### config.mk
export PLATFORM = sky130hd
export DESIGN_NAME = cel_ctrl
export DESIGN_NICKNAME = d
export VERILOG_FILES = /design/src/design/cel_pkg.sv /design/src/design/cel_ctrl.sv
export SDC_FILE = /design/constraint.sdc
export NUM_CORES = 1
export LEC_CHECK = 0
export BUFFER_PORTS_ARGS = -buffer_cell sky130_fd_sc_hd__clkbuf_2
export CAP_MARGIN = 5
export CORE_AREA = 5 5 42 44
export DETAILED_ROUTE_END_ITERATION = 10
export DIE_AREA = 0 0 47 49
export PLACE_DENSITY = 0.72
export SLEW_MARGIN = 25
export SYNTH_ARGS = -nofsm -noshare
export SYNTH_HDL_FRONTEND = slang
export SYNTH_SLANG_ARGS = --single-unit
### constraint.sdc
create_clock -name clk -period 3.3 [get_ports clk]
set_input_delay 0.66 -clock clk [delete_from_list [all_inputs] [get_ports clk]]
set_output_delay 0.66 -clock clk [all_outputs]
set_load 0.02 [all_outputs]
### src/design/cel_pkg.sv
// package: types, constants and helpers for the cross-entropy loss block
`default_nettype none
package cel_pkg;

  localparam int unsigned MaxClassesDef   = 1024;
  localparam int unsigned MaxBatchDef     = 65536;
  localparam int unsigned ProbFracBitsDef = 24;

  localparam int unsigned ProbW  = 25;
  localparam int unsigned ClassW = 10;
  localparam int unsigned LossW  = 21;
  localparam int unsigned SumW   = 37;
  localparam int unsigned LogFrac = 20;

  localparam logic [LossW-1:0] LossMax = {LossW{1'b1}};
  localparam logic [31:0]      Ln2Q32  = 32'd2977044472;

  localparam logic [ProbW-1:0] ClipLowRst  = 25'd2;
  localparam logic [ProbW-1:0] ClipHighRst = 25'd16777214;

  localparam logic [1:0] RegLabelMode = 2'd0;
  localparam logic [1:0] RegClipLow   = 2'd1;
  localparam logic [1:0] RegClipHigh  = 2'd2;

  typedef struct packed {
    logic [ProbW-1:0]  prob;
    logic [ProbW-1:0]  target;
    logic [ClassW-1:0] true_class;
    logic              row_end;
    logic              batch_end;
  } cel_in_t;

  typedef struct packed {
    logic [LossW-1:0] loss;
    logic             is_mean;
    logic             saturated;
    logic             last;
  } cel_out_t;

  // controller -> datapath
  typedef struct packed {
    logic take;       // accept beat into the accumulator
    logic log_start;  // load log unit from row accumulator
    logic log_step;   // one squaring step
    logic log_fin;    // form loss, update sum/count
    logic div_start;
    logic div_step;
    logic batch_clr;
  } cel_cmd_t;

  // datapath -> controller
  typedef struct packed {
    logic log_done;
    logic div_done;
  } cel_sts_t;

endpackage
`default_nettype wire

### src/design/cel_ctrl.sv
// controller: sequences accumulate, log and mean phases, drives output register
`default_nettype none
module cel_ctrl (
  input  wire logic              clk,
  input  wire logic              rst_n,
  input  wire logic              in_valid,
  output      logic              in_stall,
  input  wire logic              row_end,
  input  wire logic              batch_end,
  output      logic              out_valid,
  input  wire logic              out_stall,
  output      cel_pkg::cel_cmd_t cmd,
  input  wire cel_pkg::cel_sts_t sts,
  output      logic              sel_mean,
  output      logic              out_load,
  output      logic              out_last
);
  import cel_pkg::*;

  typedef enum logic [5:0] {
    S_IDLE = 6'b000001,
    S_LOG  = 6'b000010,
    S_LOUT = 6'b000100,
    S_DIV  = 6'b001000,
    S_MOUT = 6'b010000,
    S_WAIT = 6'b100000
  } state_t;

  state_t state_r, state_nxt;
  logic   pend_batch_r, pend_batch_nxt;
  logic   out_valid_r, out_valid_nxt;
  logic   accept;

  assign in_stall  = (state_r != S_IDLE) || (out_valid_r && out_stall);
  assign accept    = in_valid && !in_stall;
  assign out_valid = out_valid_r;

  always_comb begin
    state_nxt      = state_r;
    pend_batch_nxt = pend_batch_r;
    out_valid_nxt  = out_valid_r && out_stall;
    cmd            = '0;
    sel_mean       = 1'b0;
    out_load       = 1'b0;
    out_last       = 1'b0;
    case (state_r)
      S_IDLE: begin
        if (accept) begin
          cmd.take       = 1'b1;
          pend_batch_nxt = batch_end;
          if (row_end) begin
            cmd.log_start = 1'b1;
            state_nxt     = S_LOG;
          end else if (batch_end) begin
            cmd.div_start = 1'b1;
            state_nxt     = S_DIV;
          end
        end
      end
      S_LOG: begin
        cmd.log_step = 1'b1;
        if (sts.log_done) begin
          state_nxt = S_LOUT;
        end
      end
      S_LOUT: begin
        if (!(out_valid_r && out_stall)) begin
          cmd.log_fin   = 1'b1;
          out_load      = 1'b1;
          out_last      = !pend_batch_r;
          out_valid_nxt = 1'b1;
          if (pend_batch_r) begin
            state_nxt = S_WAIT;
          end else begin
            state_nxt = S_IDLE;
          end
        end
      end
      S_WAIT: begin
        // sum/count updated last cycle, start the mean
        cmd.div_start = 1'b1;
        state_nxt     = S_DIV;
      end
      S_DIV: begin
        cmd.div_step = 1'b1;
        if (sts.div_done) begin
          state_nxt = S_MOUT;
        end
      end
      S_MOUT: begin
        if (!(out_valid_r && out_stall)) begin
          sel_mean       = 1'b1;
          out_load       = 1'b1;
          out_last       = 1'b1;
          out_valid_nxt  = 1'b1;
          cmd.batch_clr  = 1'b1;
          pend_batch_nxt = 1'b0;
          state_nxt      = S_IDLE;
        end
      end
      default: state_nxt = S_IDLE;
    endcase
  end

  always_ff @(posedge clk) begin
    if (!rst_n) begin
      state_r      <= S_IDLE;
      pend_batch_r <= 1'b0;
      out_valid_r  <= 1'b0;
    end else begin
      state_r      <= state_nxt;
      pend_batch_r <= pend_batch_nxt;
      out_valid_r  <= out_valid_nxt;
    end
  end

  assert property (@(posedge clk) disable iff (!rst_n)
    (state_r != S_IDLE) |-> in_stall)
    else $error("input taken while busy");
  assert property (@(posedge clk) disable iff (!rst_n)
    out_load |-> !(out_valid_r && out_stall))
    else $error("output overwritten while stalled");
  assert property (@(posedge clk) disable iff (!rst_n)
    (state_r == S_MOUT) |-> pend_batch_r || $past(state_r) == S_DIV ||
      $past(state_r) == S_MOUT)
    else $error("mean without batch end");

endmodule
`default_nettype wire

### Word level (Yosys, flattened, before mapping)

Cells that the tools add are included.

| word-level totals | value |
|---|---|
| output and inout port bits | 12 |
| flip-flop bits (word level) | 8 |
| bits of input ports | 8 |
| word-level logic and storage cells | 53 |

| cells by class | value |
|---|---|
| reductions and logical operators | 9 |
| muxes and demuxes | 28 |
| equality and inequality tests | 13 |

Operators with widths:

| operator | number |
|---|---|
| $mux W6 | 8 |
| $pmux W6 S6 | 1 |
| $mux W1 | 14 |
| $ne A2 B2 Y1 const B | 5 |
| $eq A6 B1 Y1 const B | 1 |
| $eq A6 B2 Y1 const B | 1 |
| $eq A6 B3 Y1 const B | 1 |
| $eq A6 B4 Y1 const B | 1 |
| $eq A6 B5 Y1 const B | 1 |
| $eq A6 B6 Y1 const B | 1 |
| $ne A6 B1 Y1 const B | 1 |
| $pmux W1 S2 | 3 |
| $reduce_and A6 Y1 | 1 |
| $mux W2 | 2 |
| $ne A3 B3 Y1 const B | 1 |
| $reduce_and A3 Y1 | 1 |
| $logic_and A1 B1 Y1 | 2 |
| $logic_not A1 Y1 | 2 |
| $reduce_bool A2 Y1 | 1 |
| $reduce_or A2 Y1 | 1 |
| $logic_or A1 B1 Y1 | 1 |

### Logic depth before layout (Yosys ltp)

| depth | value |
|---|---|
| word-level depth | 6 |
| gate-level depth with buffers | 7 |
| depth with buffers taken out | 5 |

### Worst setup path after synthesis

OpenSTA, ideal clock, no wires.

| timing path | value |
|---|---|
| kind | input port to output port |
| start point | in out_stall |
| end point | out out_last |
| data arrival time | 1642 ps |
| setup slack | 998 ps |
| stages on the path | 3 |
| buffers on the path | 1 |
| data required time | 2640 ps |
| path through | and2_1 -> clkbuf_1 -> nor4_1 |

| between the ends | value |
|---|---|
| cells in the longest elaborated chain, start to end | 3 |
| elaborated cells between the ends (all ways) | 4 |
| classes of those cells | 3 x mux; 1 x reduce/logical |

RTL lines:

| element | RTL line | RTL |
|---|---|---|
| from (decl) | cel_ctrl.sv:11 | `input wire logic out_stall,` |
| $logic_and A1 B1 Y1 (*) | cel_ctrl.sv:67, cel_ctrl.sv:91 |  |
| $mux W1, on equally long branches | cel_ctrl.sv:91, cel_ctrl.sv:67 |  |
| $pmux W1 S2 (*) | cel_ctrl.sv:46 | `case (state_r)` |
| to (decl) | cel_ctrl.sv:16 | `output logic out_last` |

Every way passes the cells marked *; elsewhere a longest branch is shown, timed or not.

==> qor.txt <==
Die Wd -> 47 µm
Number of vias per cell -> 5.50
# Post-CTS Setup Buffers -> 0
Share of synthesized registers carrying an async set or reset -> 0
Pins Over Slew Limit -> 0
Syn-to-layout area delta -> 16.0%
Total Neg Setup Slack -> 0 ns
RR Endpoint -> state_r[0]
Least-Margin Pin Slew -> 0.391 ns
Longest Clk Path Bufs -> 2
CP startpoint kind -> flip-flop
Critical Path Fanout Max -> 9
Path type of the worst setup path -> reg -> out
Worst vdd ir -> 0.221 mV
Fin crit share -> 0.751
Area share of the largest cell type after synthesis -> 0.269
Antenna violations before repair -> 0
# Max-Cap Violations -> 0
Share of cells above drive strength 1 -> 0.271
Synth area leaders -> dfxtp_1, nor2_1, a21oi_1
Critical Path RT -> 2.64 ns
Die height -> 49 µm
Fin crit period -> 2.48 ns
Mapped Nets -> 88
CTS tree -> done
Register bit total from synthesis -> 8
Worst Hold Path EP -> state_r[5]
Worst hold path class -> reg -> reg
Unrepaired setup endpoints after global routing -> false
Die ar. -> 2300 µm²
Final WS setup -> 0.820 ns
Seq/Total Area, Yosys -> 0.269
TritonRoute pass-1 iters -> 4
DPL Wire Length -> 1160 µm
WL/cell -> 12.5 µm
Netlist Area Pre-Place -> 596 µm²
Dpl ws -> 1.09 ns
Worst-path clk slew -> 0.05 ns
Outcome -> finished, final reports clean
GRT Residual Overflow -> 0
Global-route wire length before repair -> 2460 µm
Ant diodes -> 0
Post-synthesis instance total -> 80
# nets final -> 106
Rows -> 14
Arr. time, crit path -> 1.82 ns
GPL Wtd Cong -> 0.808
I/O Buffers -> 19
Clk sinks -> 8
IO Count -> 20
DRC violations left -> 0
Fillcell total -> 138
FF-to-FF setup slack -> 1.49 ns
Count leader, synth -> nor2_1
CORE AREA -> 1400 µm²
Setup Skew -> 0.00773 ns
Power Density -> 470 nW/µm²
GRT Total Usage -> 0.146
Hold path start -> pend_batch_r
Leakage power -> 0.311 nW
Fmax achieved -> 403 MHz
Initial Util -> 0.425
Number of DRC markers in iteration 0 -> 14
DR vias -> 616
Yosys Warn Count -> 0
Final Hold Fails -> 0
Rel. slew slack -> 0.739
Area leader, netlist -> dfxtp_1
Reg2reg start -> state_r[5]
Num CTS Buffers -> 3
Worst Setup End Kind -> output pin
Main flop type after synthesis -> dfxtp_1
Post-synthesis average cell area -> 7.44 µm²
Detail Route Antenna Nets -> 0
Commonest cells in the netlist -> nor2_1, dfxtp_1, nand2_1
Final wirelength -> 1400 µm
Worst hold stages -> 2
Reg2reg path depth -> 5
Post-synth EDFFs -> 0
Hold buffer count at CTS -> 0
Largest net degree at the start of global routing -> 10
Setup violators final -> 0
Clock Latency Late Sink -> 0.25 ns
Number of distinct library cells after synthesis -> 30
Vias in the first global route -> 590
Clock root buffer -> clkbuf_4
H-tree levels -> 1
# resized after CTS -> 0
-- sequential cells by signal, indices dropped and copies added (netlist names) --
name and count:
out_valid 1, pend_batch_r 1, state_r 6
-- critical path: stages (launching register included) --
cell and delay (ns):
dfxtp_1 0.38, nor2_1 0.19, and4b_1 0.36, and3_1 0.27
a31o_1 0.19, clkbuf_2 0.17
-- cells by family (layout without fill, tap and decap cells) --
kind of cell / Yosys count / count (layout) / synth area share
xor gates and xnor gates: 2 / 2 / 0.0294
muxes: 1 / 1 / 0.0168
AOI/OAI and AO/OA: 16 / 16 / 0.166
buffers and inverters: 12 / 28 / 0.109
DFF: 8 / 8 / 0.269
and+or+nand+nor: 41 / 41 / 0.410
-- metrics by stage --
stage / power (W) / std cells / hold slack (ns) / area (µm²) / util
after floorplan: 0.000221 / 80 / 0.441 / 596 / -
after global placement: 0.000254 / 109 / 0.471 / 668 / 0.477
after detailed placement: 0.000255 / 109 / 0.469 / 668 / 0.477
after CTS: 0.000329 / 112 / 0.478 / 691 / 0.493
after global routing: 0.000353 / 112 / 0.515 / 691 / 0.493
final: 0.000325 / 112 / 0.476 / 691 / 0.493
-- per-layer routing --
layer  wire length [µm]  track usage  up-vias  share of wire
met4                 34       0.0829        0          0.024
met1                596        0.183      269           0.43
met2                641        0.222       29           0.46
li1                   -            -      313              -
met5                  0            0        -              0
met3                123       0.0295        5          0.088
-- worst max-delay path by stage --
| stage | start | end | depth (start not counted) |
|---|---|---|---|
| after floorplan | out_stall | out_last | 3 |
| after global placement | out_stall | out_load | 6 |
| after detailed placement | state_r[2] | cmd[2] | 4 |
| after CTS | state_r[1] | cmd[2] | 4 |
| after global routing | state_r[2] | cmd[2] | 5 |
| final | state_r[2] | cmd[2] | 5 |
-- layout by cell type (no fill, tap or decap) --
master,n
a31o_1,1
nand2_1,7
and2b_4,1
and3_1,2
clkbuf_2,19
nand2b_1,1
nor4b_4,1
and4b_1,1
a21oi_1,6
clkbuf_4,3
dfxtp_1,8
a221o_2,1
xnor2_1,2
o21ai_0,5
nor3_1,4
and2_1,1
nand3b_1,2
mux2i_1,1
nor3b_1,2
nand3_1,3
o21a_1,2
or4_4,1
inv_1,6
a221oi_1,1
nor4_1,4
or2b_1,1
nor2_1,9
or3_1,1
-- power by group --
group / total (W) / internal [W] / switching [W]
sequential: 0.000119 / 0.000106 / 0.0000138
clock: 0.0000727 / 0.0000415 / 0.0000312
combinational: 0.000133 / 0.0000540 / 0.0000787
total: 0.000325 / 0.000201 / 0.000124
-- layout make-up --
class / instances / area, µm² / area share
multi-input cells: 60 / 370 / 0.536
inverters: 6 / 22.5 / 0.0326
flip-flops and latches: 8 / 160 / 0.232
well taps: 16 / 20.0 / 0.0290
clock buffers: 3 / 22.5 / 0.0326
repair buffers: 19 / 95.1 / 0.138
No activity file was read; power rests on OpenSTA's default activity.
