`src/design/cel_pkg.sv`:
```
// package: types, constants and helpers for the cross-entropy loss block
`default_nettype none
package cel_pkg;

  localparam int unsigned MaxClassesDef   = 1024;
  localparam int unsigned MaxBatchDef     = 65536;
  localparam int unsigned ProbFracBitsDef = 24;

  localparam int unsigned ProbW  = 25;
  localparam int unsigned ClassW = 10;
  localparam int unsigned LossW  = 21;
  localparam int unsigned SumW   = 37;
  localparam int unsigned LogFrac = 20;

  localparam logic [LossW-1:0] LossMax = {LossW{1'b1}};
  localparam logic [31:0]      Ln2Q32  = 32'd2977044472;

  localparam logic [ProbW-1:0] ClipLowRst  = 25'd2;
  localparam logic [ProbW-1:0] ClipHighRst = 25'd16777214;

  localparam logic [1:0] RegLabelMode = 2'd0;
  localparam logic [1:0] RegClipLow   = 2'd1;
  localparam logic [1:0] RegClipHigh  = 2'd2;

  typedef struct packed {
    logic [ProbW-1:0]  prob;
    logic [ProbW-1:0]  target;
    logic [ClassW-1:0] true_class;
    logic              row_end;
    logic              batch_end;
  } cel_in_t;

  typedef struct packed {
    logic [LossW-1:0] loss;
    logic             is_mean;
    logic             saturated;
    logic             last;
  } cel_out_t;

  // controller -> datapath
  typedef struct packed {
    logic take;       // accept beat into the accumulator
    logic log_start;  // load log unit from row accumulator
    logic log_step;   // one squaring step
    logic log_fin;    // form loss, update sum/count
    logic div_start;
    logic div_step;
    logic batch_clr;
  } cel_cmd_t;

  // datapath -> controller
  typedef struct packed {
    logic log_done;
    logic div_done;
  } cel_sts_t;

endpackage
`default_nettype wire

```
`src/design/cel_cfg.sv`:
```
// configuration register file on the apb-style port
`default_nettype none
module cel_cfg (
  input  wire logic                      clk,
  input  wire logic                      rst_n,
  input  wire logic                      psel,
  input  wire logic                      penable,
  input  wire logic                      pwrite,
  input  wire logic [3:0]                paddr,
  input  wire logic [31:0]               pwdata,
  output      logic [31:0]               prdata,
  output      logic                      pready,
  output      logic                      label_mode,
  output      logic [cel_pkg::ProbW-1:0] clip_low,
  output      logic [cel_pkg::ProbW-1:0] clip_high
);
  import cel_pkg::*;

  logic             mode_r;
  logic [ProbW-1:0] low_r, high_r;
  logic             wr;

  assign pready = 1'b1;
  assign wr     = psel && penable && pwrite;

  always_ff @(posedge clk) begin
    if (!rst_n) begin
      mode_r <= 1'b0;
      low_r  <= ClipLowRst;
      high_r <= ClipHighRst;
    end else if (wr && paddr[1:0] == 2'b00) begin
      case (paddr[3:2])
        RegLabelMode: mode_r <= pwdata[0];
        RegClipLow:   low_r  <= pwdata[ProbW-1:0];
        RegClipHigh:  high_r <= pwdata[ProbW-1:0];
        default: ;
      endcase
    end
  end

  always_comb begin
    case (paddr[3:2])
      RegLabelMode: prdata = {31'b0, mode_r};
      RegClipLow:   prdata = {7'b0, low_r};
      RegClipHigh:  prdata = {7'b0, high_r};
      default:      prdata = '0;
    endcase
  end

  assign label_mode = mode_r;
  assign clip_low   = low_r;
  assign clip_high  = high_r;

endmodule
`default_nettype wire

```
`config.mk`:
```
export PLATFORM = sky130hd
export DESIGN_NAME = cel_cfg
export DESIGN_NICKNAME = d
export VERILOG_FILES = /design/src/design/cel_pkg.sv /design/src/design/cel_cfg.sv
export SDC_FILE = /design/constraint.sdc
export NUM_CORES = 1
export LEC_CHECK = 0
export BUFFER_PORTS_ARGS = -buffer_cell sky130_fd_sc_hd__buf_2
export CAP_MARGIN = 30
export CORE_AREA = 2 2 104 106
export DETAILED_ROUTE_END_ITERATION = 16
export DIE_AREA = 0 0 106 108
export GPL_ROUTABILITY_DRIVEN = 0
export PLACE_DENSITY = 0.52
export SLEW_MARGIN = 25
export SYNTH_ARGS = -nofsm -noshare
export SYNTH_HDL_FRONTEND = slang
export SYNTH_SLANG_ARGS = --single-unit
```
`constraint.sdc`:
```
create_clock -name clk -period 1.46 [get_ports clk]
set_input_delay 0.292 -clock clk [delete_from_list [all_inputs] [get_ports clk]]
set_output_delay 0.292 -clock clk [all_outputs]
set_load 0.1 [all_outputs]
```
* After elaboration in Yosys (flattened, before gate mapping)
Index checks and enable logic that the tools add are counted.
** Storage, ports and cells
- Register bits :: 51
- Output and inout bits :: 84
- Logic and storage cells :: 14
** Operators by class
- Equality and inequality tests :: 2
- Muxes and demuxes :: 1
- Reduce and logical (&&, ||, !) cells :: 8
** Operators with widths (count)
- 25-bit case mux with 3 select lines :: 1
- 2-bit AND reduction :: 3
- 2-bit zero test :: 2
- 1-bit logical AND :: 3
- 2-bit by 1-bit == test with 1-bit output (second input constant) :: 1
- 2-bit == test (second input constant) :: 1

* Logic depth before layout (Yosys ltp)
Gate-level depths: netlist of run 1.
- Word-level depth :: 4
- Depth in mapped cells :: 6
- Mapped depth without buffers :: 3

* Worst setup path before layout of run 1
No wires, ideal clock.
- Kind :: reg2out
- From :: register low_r[0] (netlist: clip_low[0])
- To :: output port prdata[0]
- Required time :: 1.168 ns
- Arrival time :: 3.244 ns
- Setup slack :: -2.076 ns
- Stages on the path, launching flop included :: 3
- Cells stage by stage :: dfxtp_1 mux2i_1 o21ai_0
** Between the ends
- Cells in the longest elaborated chain, start to end :: 1
** RTL lines
- start, declared :: line cel_cfg.sv:20 : logic [ProbW-1:0] low_r, high_r;
- start signal, assigned :: line cel_cfg.sv:29 : low_r <= ClipLowRst;
- start signal, assigned :: line cel_cfg.sv:34 : RegClipLow: low_r <= pwdata[ProbW-1:0];
- 25-bit case mux with 3 select lines :: line cel_cfg.sv:42 : case (paddr[3:2])
- end, declared :: line cel_cfg.sv:11 : output logic [31:0] prdata,
Every way passes these cells.

* Worst setup path in the final report of run 1
- From :: input port paddr[3]
- To :: output port prdata[22]
** Between the ends
- Cells in the longest elaborated chain, start to end :: 2
- Elaborated cells on any way between the ends :: 4
** RTL lines
- start, declared :: line cel_cfg.sv:9 : input wire logic [3:0] paddr,
- 2-bit == test, or another cell as far along :: line cel_cfg.sv:42
- 25-bit case mux with 3 select lines * :: line cel_cfg.sv:42
Every way passes the cells marked *; elsewhere a longest branch is shown, timed or not.

==> metrics, run 1 <==
status=complete, but fails checks; failing checks=negative setup slack; Clock Skews=0 ps; main combinational cell family by area after synthesis=simple AND/OR/NAND/NOR gates; critical path launch point type=input pin; worst hold path depth=3; critical path required time=1170 ps; largest net degree at the start of global routing=55; RSZ-0062 raised after global routing=yes; adder-cell area share of the yosys netlist=0%; HPWL after DPL=5080 um; Rows=37; Post-Route WL=6808 um; VDD IR max=383.1 uV; Pwr Density=763.4 nW/um^2; clock power share=26.5%; Multi-input gate area=1555 um^2; # DRC=0; antenna violations before repair=0; Final period util=100.9%; Setup Viol. Count Final=9; Psw=1.039 mW; diode count=0; Num CTS Buffers=5; Synth Area in Compound Gates=8.544%; global-route wire length before repair=10840 um; hold buffer count at CTS=0; critical path arrival=1180 ps; total gr overflow=0; Static Leak=1.702 nW; Initial DRT Pass Iterations=4; Initial DRC Count=66; utilization after layout=40.06%; Peak Freq=679.0 MHz; sw frac=33.22%; WS Path Type=in -> out; Yosys Warn Count=0; dpl ws=-102.1 ps; Final WS setup=-12.70 ps; area grow syn2layout=62.74%; I/O pin count=125; Period minus WS final=1473 ps; Port Buf Inserts=109; P_int=2.090 mW; post-route ant nets=0; via-per-instance ratio=4.197; Tightest Hold Check Type=in -> reg; Fillers=1006; Cell variety after synth=15; CP Max Fanout=5; H-Tree Depth=2; Core Area=10230 um^2; die footprint=11450 um^2; max_cap viols=0; synthesized instance count=269; Die Wd=106 um; Starting Density=24.62%; Vias=2149; mux cell area share after synthesis=20.67%; FF+latch count, synth=51; worst r2r path cells=2; GRT Total Usage=11.78%; Sequential Area=1090 um^2; nets=417; Clock Latency Late Sink=290 ps; Synth Area in XOR/XNOR=0%; WL/cell=13.30 um; CTS root buf=clkbuf_8; combinational share of power=28.9%; Mean Syn Cell Area=9.363 um^2; clock sinks=51; clock transition at the registers of the reported paths=90 ps; share of cells above drive strength 1=56.65%; synthesized area=2519 um^2; final hold violations=0; pins over their slew limit=0; Die Height=108 um; Seq pwr share=44.7%; Max Root-Sink Buffers=2; CTS tree=done; Worst Setup End Kind=output port; Seq/Total Area, Yosys=40.54%; vias in the first global route=2152; Post-Synth Simple-Gate Area=21.36%
==> cells in the final DEF (no fill, tap or decap), drive strengths merged <==
master	instances
conb	8
clkinv	1
buf	125
a22o	24
and3	3
nor2	2
mux2i	52
dfxtp	51
o21ai	1
nor2b	49
nand3	2
nand2	52
clkbuf	6
==> logic make-up (layout without fill, tap and decap cells) <==
| logic type | after synthesis | in the layout |
|---|---|---|
| buf+inv | 31 | 132 |
| compound gates | 25 | 25 |
| flops | 51 | 51 |
| other cells | 2 | 8 |
| simple gates | 108 | 108 |
| mux | 52 | 52 |
==> per-layer routing <==
| metal | vias up | track usage (%) | share of wire (%) |
|---|---|---|---|
| li1 | 1096 | - | - |
| met1 | 978 | 15.11 | 46 |
| met2 | 71 | 20.05 | 47 |
| met3 | 4 | 3.014 | 6.0 |
| met4 | 0 | 2.538 | 0.68 |
| met5 | - | 0 | 0 |
==> sequential cells by signal, summed over array words and instances (netlist names) <==
register / flops
label_mode: 1
clip_low: 25
clip_high: 25
==> cells in the mapped netlist <==
| library cell | count | area, um^2 |
|---|---|---|
| buf_12 | 2 | 40.04 |
| mux2i_1 | 52 | 520.5 |
| o21ai_0 | 1 | 5.000 |
| dfxtp_1 | 51 | 1021 |
| buf_4 | 11 | 82.58 |
| buf_6 | 3 | 33.78 |
| a22o_1 | 24 | 210.2 |
| clkbuf_1 | 12 | 45.04 |
| conb_1 | 2 | 7.510 |
| nor2b_1 | 49 | 306.5 |
| nor2_1 | 2 | 7.510 |
| nand2_1 | 52 | 195.2 |
| nand3_1 | 2 | 10.01 |
| and3_1 | 3 | 18.77 |
| buf_2 | 3 | 15.01 |
==> path summary, 6_finish.rpt <==
kind,startpoint,to,slack [ps]
max,paddr[3],prdata[22],-10
min,pwdata[8],clip_low[8],240
max reg2reg,clip_high[5],clip_high[5],820
min reg2reg,clip_low[4],clip_low[4],470
==> final cells by class <==
cell class	count	area share [%]
clock buffers	6	2.015
multi-input cells	193	37.94
flip-flops and latches	51	26.59
well taps	136	4.151
repair buffers	125	29.18
clock inverters	1	0.1221
==> worst max-delay path, cell delays in order <==
cell and delay, ps:
buf_8 100, nor2b_4 130, buf_6 130, buf_8 130, a22o_4 230, buf_12 160
==> metrics by stage <==
stage | instance area [um^2] | std cells | hold slack (ps) | total power [mW] | setup TNS (ps)
after global placement | 3919 | 500 | 450.6 | 2.305 | -925.4
after detailed placement | 3919 | 500 | 461.8 | 2.312 | -1255
after global routing | 4099 | 512 | 215.5 | 3.270 | -199.1
after floorplan | 2840 | 275 | 426.7 | 2.041 | -120.7
after CTS | 4079 | 511 | 215.7 | 3.187 | -49.42
final | 4099 | 512 | 235.3 | 3.129 | -35.07
==> power by group through the flow <==
stage | clock network [mW] | registers, mW | logic, mW
after global placement | 0 | 1.43 | 0.875
after CTS | 0.883 | 1.40 | 0.906
after floorplan | 0 | 1.47 | 0.568
after detailed placement | 0 | 1.43 | 0.882
final | 0.829 | 1.40 | 0.903
after global routing | 0.931 | 1.40 | 0.940
==> repair_timing <==
item | CTS | global route
gates resized for setup | 11 | 2
pin swaps | 1 | 2
gates cloned | 1 | 0
buffers inserted | 4 | 1
setup endpoints to repair | 25 | 25
Note: power is estimated with default switching activity, not from simulation.
==> run 2: changes to the inputs <==
clock period = 1.4 ns   (was 1.46 ns; I/O delays follow)
==> run 2 against run 1 <==
The flow now finishes without violations. Global-route usage up 0.24 points. Worst hold slack got worse by 24 ps. Die area stayed put. Setup slack improved by 15 ps. Clock-buffer cell count unchanged. Utilization is 1.5 points higher. Clock skew did not move. Register-to-register slack worse by 60 ps. Critical path type unchanged. Largest power group unchanged. Highest routed layer unchanged.
==> metrics, run 2 (synthesis gave the netlist of run 1 again) <==
DP Area=3996 um^2; share of cells above drive strength 1=56.76%; Period minus WS final=1397 ps; commonest non-fill, non-tap cell in the layout=nand2_1; Worst Setup End Kind=output port; Initial DRC Count=54; area grow syn2layout=69.00%; Static Leak=1.753 nW; Die Height=108 um; Starting Density=24.62%; fin area=4257 um^2; Total Neg Setup Slack=0 ps; Psw=1.128 mW; Peak Freq=715.7 MHz; Pwr Density=833.5 nW/um^2; WL/cell=13.21 um; total gr overflow=0; GRT Total Usage=12.02%; Rows=37; Tightest Hold Check Type=in -> reg; Clock Latency Late Sink=300 ps; critical path required time=1120 ps; Die Wd=106 um; largest net degree at the start of global routing=59; # DRC=0; nets=417; Num CTS Buffers=5; Sequential Area=1092 um^2; sw frac=31.78%; VDD IR max=381.1 uV; Fillers=1008; CTS root buf=clkbuf_8; Final period util=99.80%; HPWL after DPL=5138 um; Vias=2194; clock sinks=51; combinational share of power=26.1%; status=finished clean; clock transition at the registers of the reported paths=100 ps; final hold violations=0; diode count=0; Setup Viol. Count Final=0; max_cap viols=0; Post-Route WL=6775 um; I/O pin count=125; CTS tree=done; via-per-instance ratio=4.277; critical path launch point type=input pin; clock power share=32.8%; P_int=2.420 mW; pins over their slew limit=0; Port Buf Inserts=109; post-route ant nets=0; vias in the first global route=2161; H-Tree Depth=2; Seq pwr share=41.0%; global-route wire length before repair=10960 um; CP Max Fanout=14; Initial DRT Pass Iterations=4; Core Area=10230 um^2; Max Root-Sink Buffers=2; critical path arrival=1120 ps; antenna violations before repair=0; RSZ-0062 raised after global routing=yes; Hold Slack=211.8 ps; Clock Skews=0 ps; Multi-input gate area=1555 um^2; most frequent cells in the layout=52 x nand2_1, 51 x mux2i_1, 48 x dfxtp_2; die footprint=11450 um^2; WS Path Type=in -> out
run 2: metrics by stage:
step	cells	setup slack (ps)	utilization [%]	total power, mW
3_5_place_dp	504	-36.47	39.06	2.418
5_1_grt	513	-22.76	41.60	3.696
6_report	513	2.784	41.60	3.548
3_3_place_gp	504	-39.20	39.06	2.411
4_1_cts	512	-0.2740	40.65	3.609
2_1_floorplan	275	-116.1	-	2.133
run 2: cell type report:
type | instances | area share, %
flip-flops and latches | 51 | 25.66
clock inverters | 2 | 0.8818
clock buffers | 6 | 2.205
repair buffers | 125 | 30.72
well taps | 136 | 3.998
multi-input cells | 193 | 36.54
run 2: power by group through the flow:
stage	sequential [mW]	combinational (mW)	clock, mW
2_1_floorplan	1.54	0.597	0
3_3_place_gp	1.49	0.919	0
3_5_place_dp	1.49	0.926	0
4_1_cts	1.46	0.933	1.22
5_1_grt	1.46	0.968	1.27
6_report	1.46	0.927	1.16
run 2: layer usage:
layer  vias up  wire length, um  GRT usage (%)
li1       1094                -              -
met1      1020             3176          15.80
met2        74             3104          19.45
met3         6              421          3.436
met4         0               72          3.102
met5         -                0              0
run 2: worst max-delay path, cell delays in order:
cell and delay, ps:
buf_8 100, nor2b_4 140, buf_12 160, a22o_4 270
buf_12 160
run 2: what timing repair did:
item                                    4_1_cts  5_1_grt
endpoints found under the setup margin       31       53
hold buffers                                  0        0
pin swaps                                     1        0
gates resized for setup                      11       36
endpoints found under the hold margin         0        0
buffers inserted                              0        1
run 2: path summary, 6_finish.rpt:
path                                   start      endpoint  slack [ps]  depth (start not counted)
worst max-delay path                paddr[2]    prdata[16]           3                          5
worst max register to register  clip_high[9]  clip_high[9]         760                          2
worst min-delay path              pwdata[12]  clip_low[12]         210                          3
worst min register to register   clip_low[5]   clip_low[5]         470                          2
==> run 3: changes to the inputs <==
CORE_AREA = 2 2 133 83   (was 2 2 104 106)
DIE_AREA = 0 0 135 85   (was 0 0 106 108)
clock period = 1.8 ns   (was 1.4 ns; I/O delays follow)
==> run 3 against run 2 <==
Sequential cell count unchanged. Combinational power decreased by 29%. First-iteration DRC count unchanged. Clock-buffer cell count increased by 1. Highest routed layer unchanged. Die area increased by 0.24%. Sequential power decreased by 22%. Clock power decreased by 21%. Clock skew unchanged. Cell count decreased by 0.97%. Sequential share of layout area increased by 2.9 points. Critical endpoint is now prdata[0]. Via count decreased by 3.0%. Total power decreased by 24%.
==> metrics, run 3 (synthesis gave the netlist of run 1 again) <==
max_cap viols=0; commonest non-fill, non-tap cell in the layout=buf_2; Setup Viol. Count Final=0; nets=409; VDD IR max=321.3 uV; GRT Total Usage=11.53%; diode count=0; Core Area=10300 um^2; final cell count without fillers=508; Fillers=1040; Final WS setup=137.3 ps; GR met2 Demand/Resource=17.31%; clock transition at the registers of the reported paths=60 ps; Post-Route WL=6669 um; R2R Setup Slk=1170 ps; Initial DRC Count=54; CTS root buf=clkbuf_16; vias in the first global route=2119; status=finished clean; Die Wd=135 um; share of cells above drive strength 1=54.74%; Total Neg Setup Slack=0 ps; largest net degree at the start of global routing=99; dpl ws=107.9 ps; total gr overflow=0; critical path arrival=1300 ps; Final period util=92.37%; CP Max Fanout=15; # DRC=0; Num CTS Buffers=5; WL/cell=13.13 um; Worst Setup End Kind=output port; CTS tree=done; Starting Density=24.44%; Die Height=85 um; utilization after layout=36.79%; antenna violations before repair=0; critical path required time=1440 ps; Max Root-Sink Buffers=2; RSZ-0062 raised after global routing=no; Clock Latency Late Sink=290 ps; GR Util met1=15.73%; Post-CTS Resized=0; total power=2.713 mW; Initial DRT Pass Iterations=4; Static Leak=1.536 nW; Peak Freq=601.4 MHz; H-Tree Depth=2; pins over their slew limit=0; gr busiest metal=met2; Period minus WS final=1663 ps; most frequent cells in the layout=84 x buf_2, 52 x mux2i_1, 52 x nand2_1; I/O pin count=125; setup bufs post-CTS=0; Port Buf Inserts=109; critical path launch point type=input pin; Tightest Hold Check Type=in -> reg; Clock Skews=0 ps; die footprint=11480 um^2; WS Path Type=in -> out; hold buffer count at CTS=0; clock sinks=51; Vias=2128; via-per-instance ratio=4.189; HPWL after DPL=4907 um; final hold violations=0; area grow syn2layout=50.52%; post-route ant nets=0; Post-Place Cells=500; global-route wire length before repair=10410 um; Rows=29; M3 GR Usage=4.241%; Pwr Density=715.7 nW/um^2
run 3: cell count changes in the layout (fill, tap and decap cells not counted), sizes merged:
cell	delta
buf	+27
clkinv	+1
clkbuf	-34
bufinv	-1
clkinvlp	-1
run 3: through the flow:
stage	cell area [um^2]	hold WS (ps)
final	3791	316.1
after global routing	3791	316.8
after CTS	3791	306.9
after detailed placement	3654	452.3
after global placement	3654	447.3
after floorplan	2645	494.7
run 3: metal layers:
| metal | share of wire (%) | wire length [um] | vias to the layer above |
|---|---|---|---|
| met4 | 0.84 | 56 | 0 |
| met2 | 41 | 2750 | 73 |
| li1 | - | - | 1078 |
| met1 | 49 | 3299 | 969 |
| met5 | 0 | 0 | - |
| met3 | 8.4 | 563 | 8 |
run 3: worst paths after layout:
check,cells past startpoint,startpoint,end
hold / removal,3,pwdata[8],clip_low[8]
hold reg to reg,2,clip_low[14],clip_low[14]
setup / recovery,6,paddr[3],prdata[0]
setup reg to reg,2,clip_high[1],clip_high[1]
run 3: cell type report:
type	count	area, um^2	share of cell area (%)
multi-input combinational	193	1353	35.68
sequential	51	1084	28.58
timing repair buffer	117	1044	27.52
tap	139	173.9	4.587
clock buffer	7	132.6	3.498
clock inverter	1	5.005	0.1320
run 3: critical path, stage by stage:
cell and delay (ps):
buf_2 140, nor2b_2 170, buf_4 240, nand2_1 130
o21ai_4 80, buf_12 190
run 3: power breakdown:
group          leakage, nW  switching [mW]  total (mW)  internal, mW
registers            0.413         0.00382        1.14          1.13
clock network       0.0679           0.402       0.917         0.515
logic                 1.06           0.448       0.660         0.212
total                 1.54           0.854        2.71          1.86
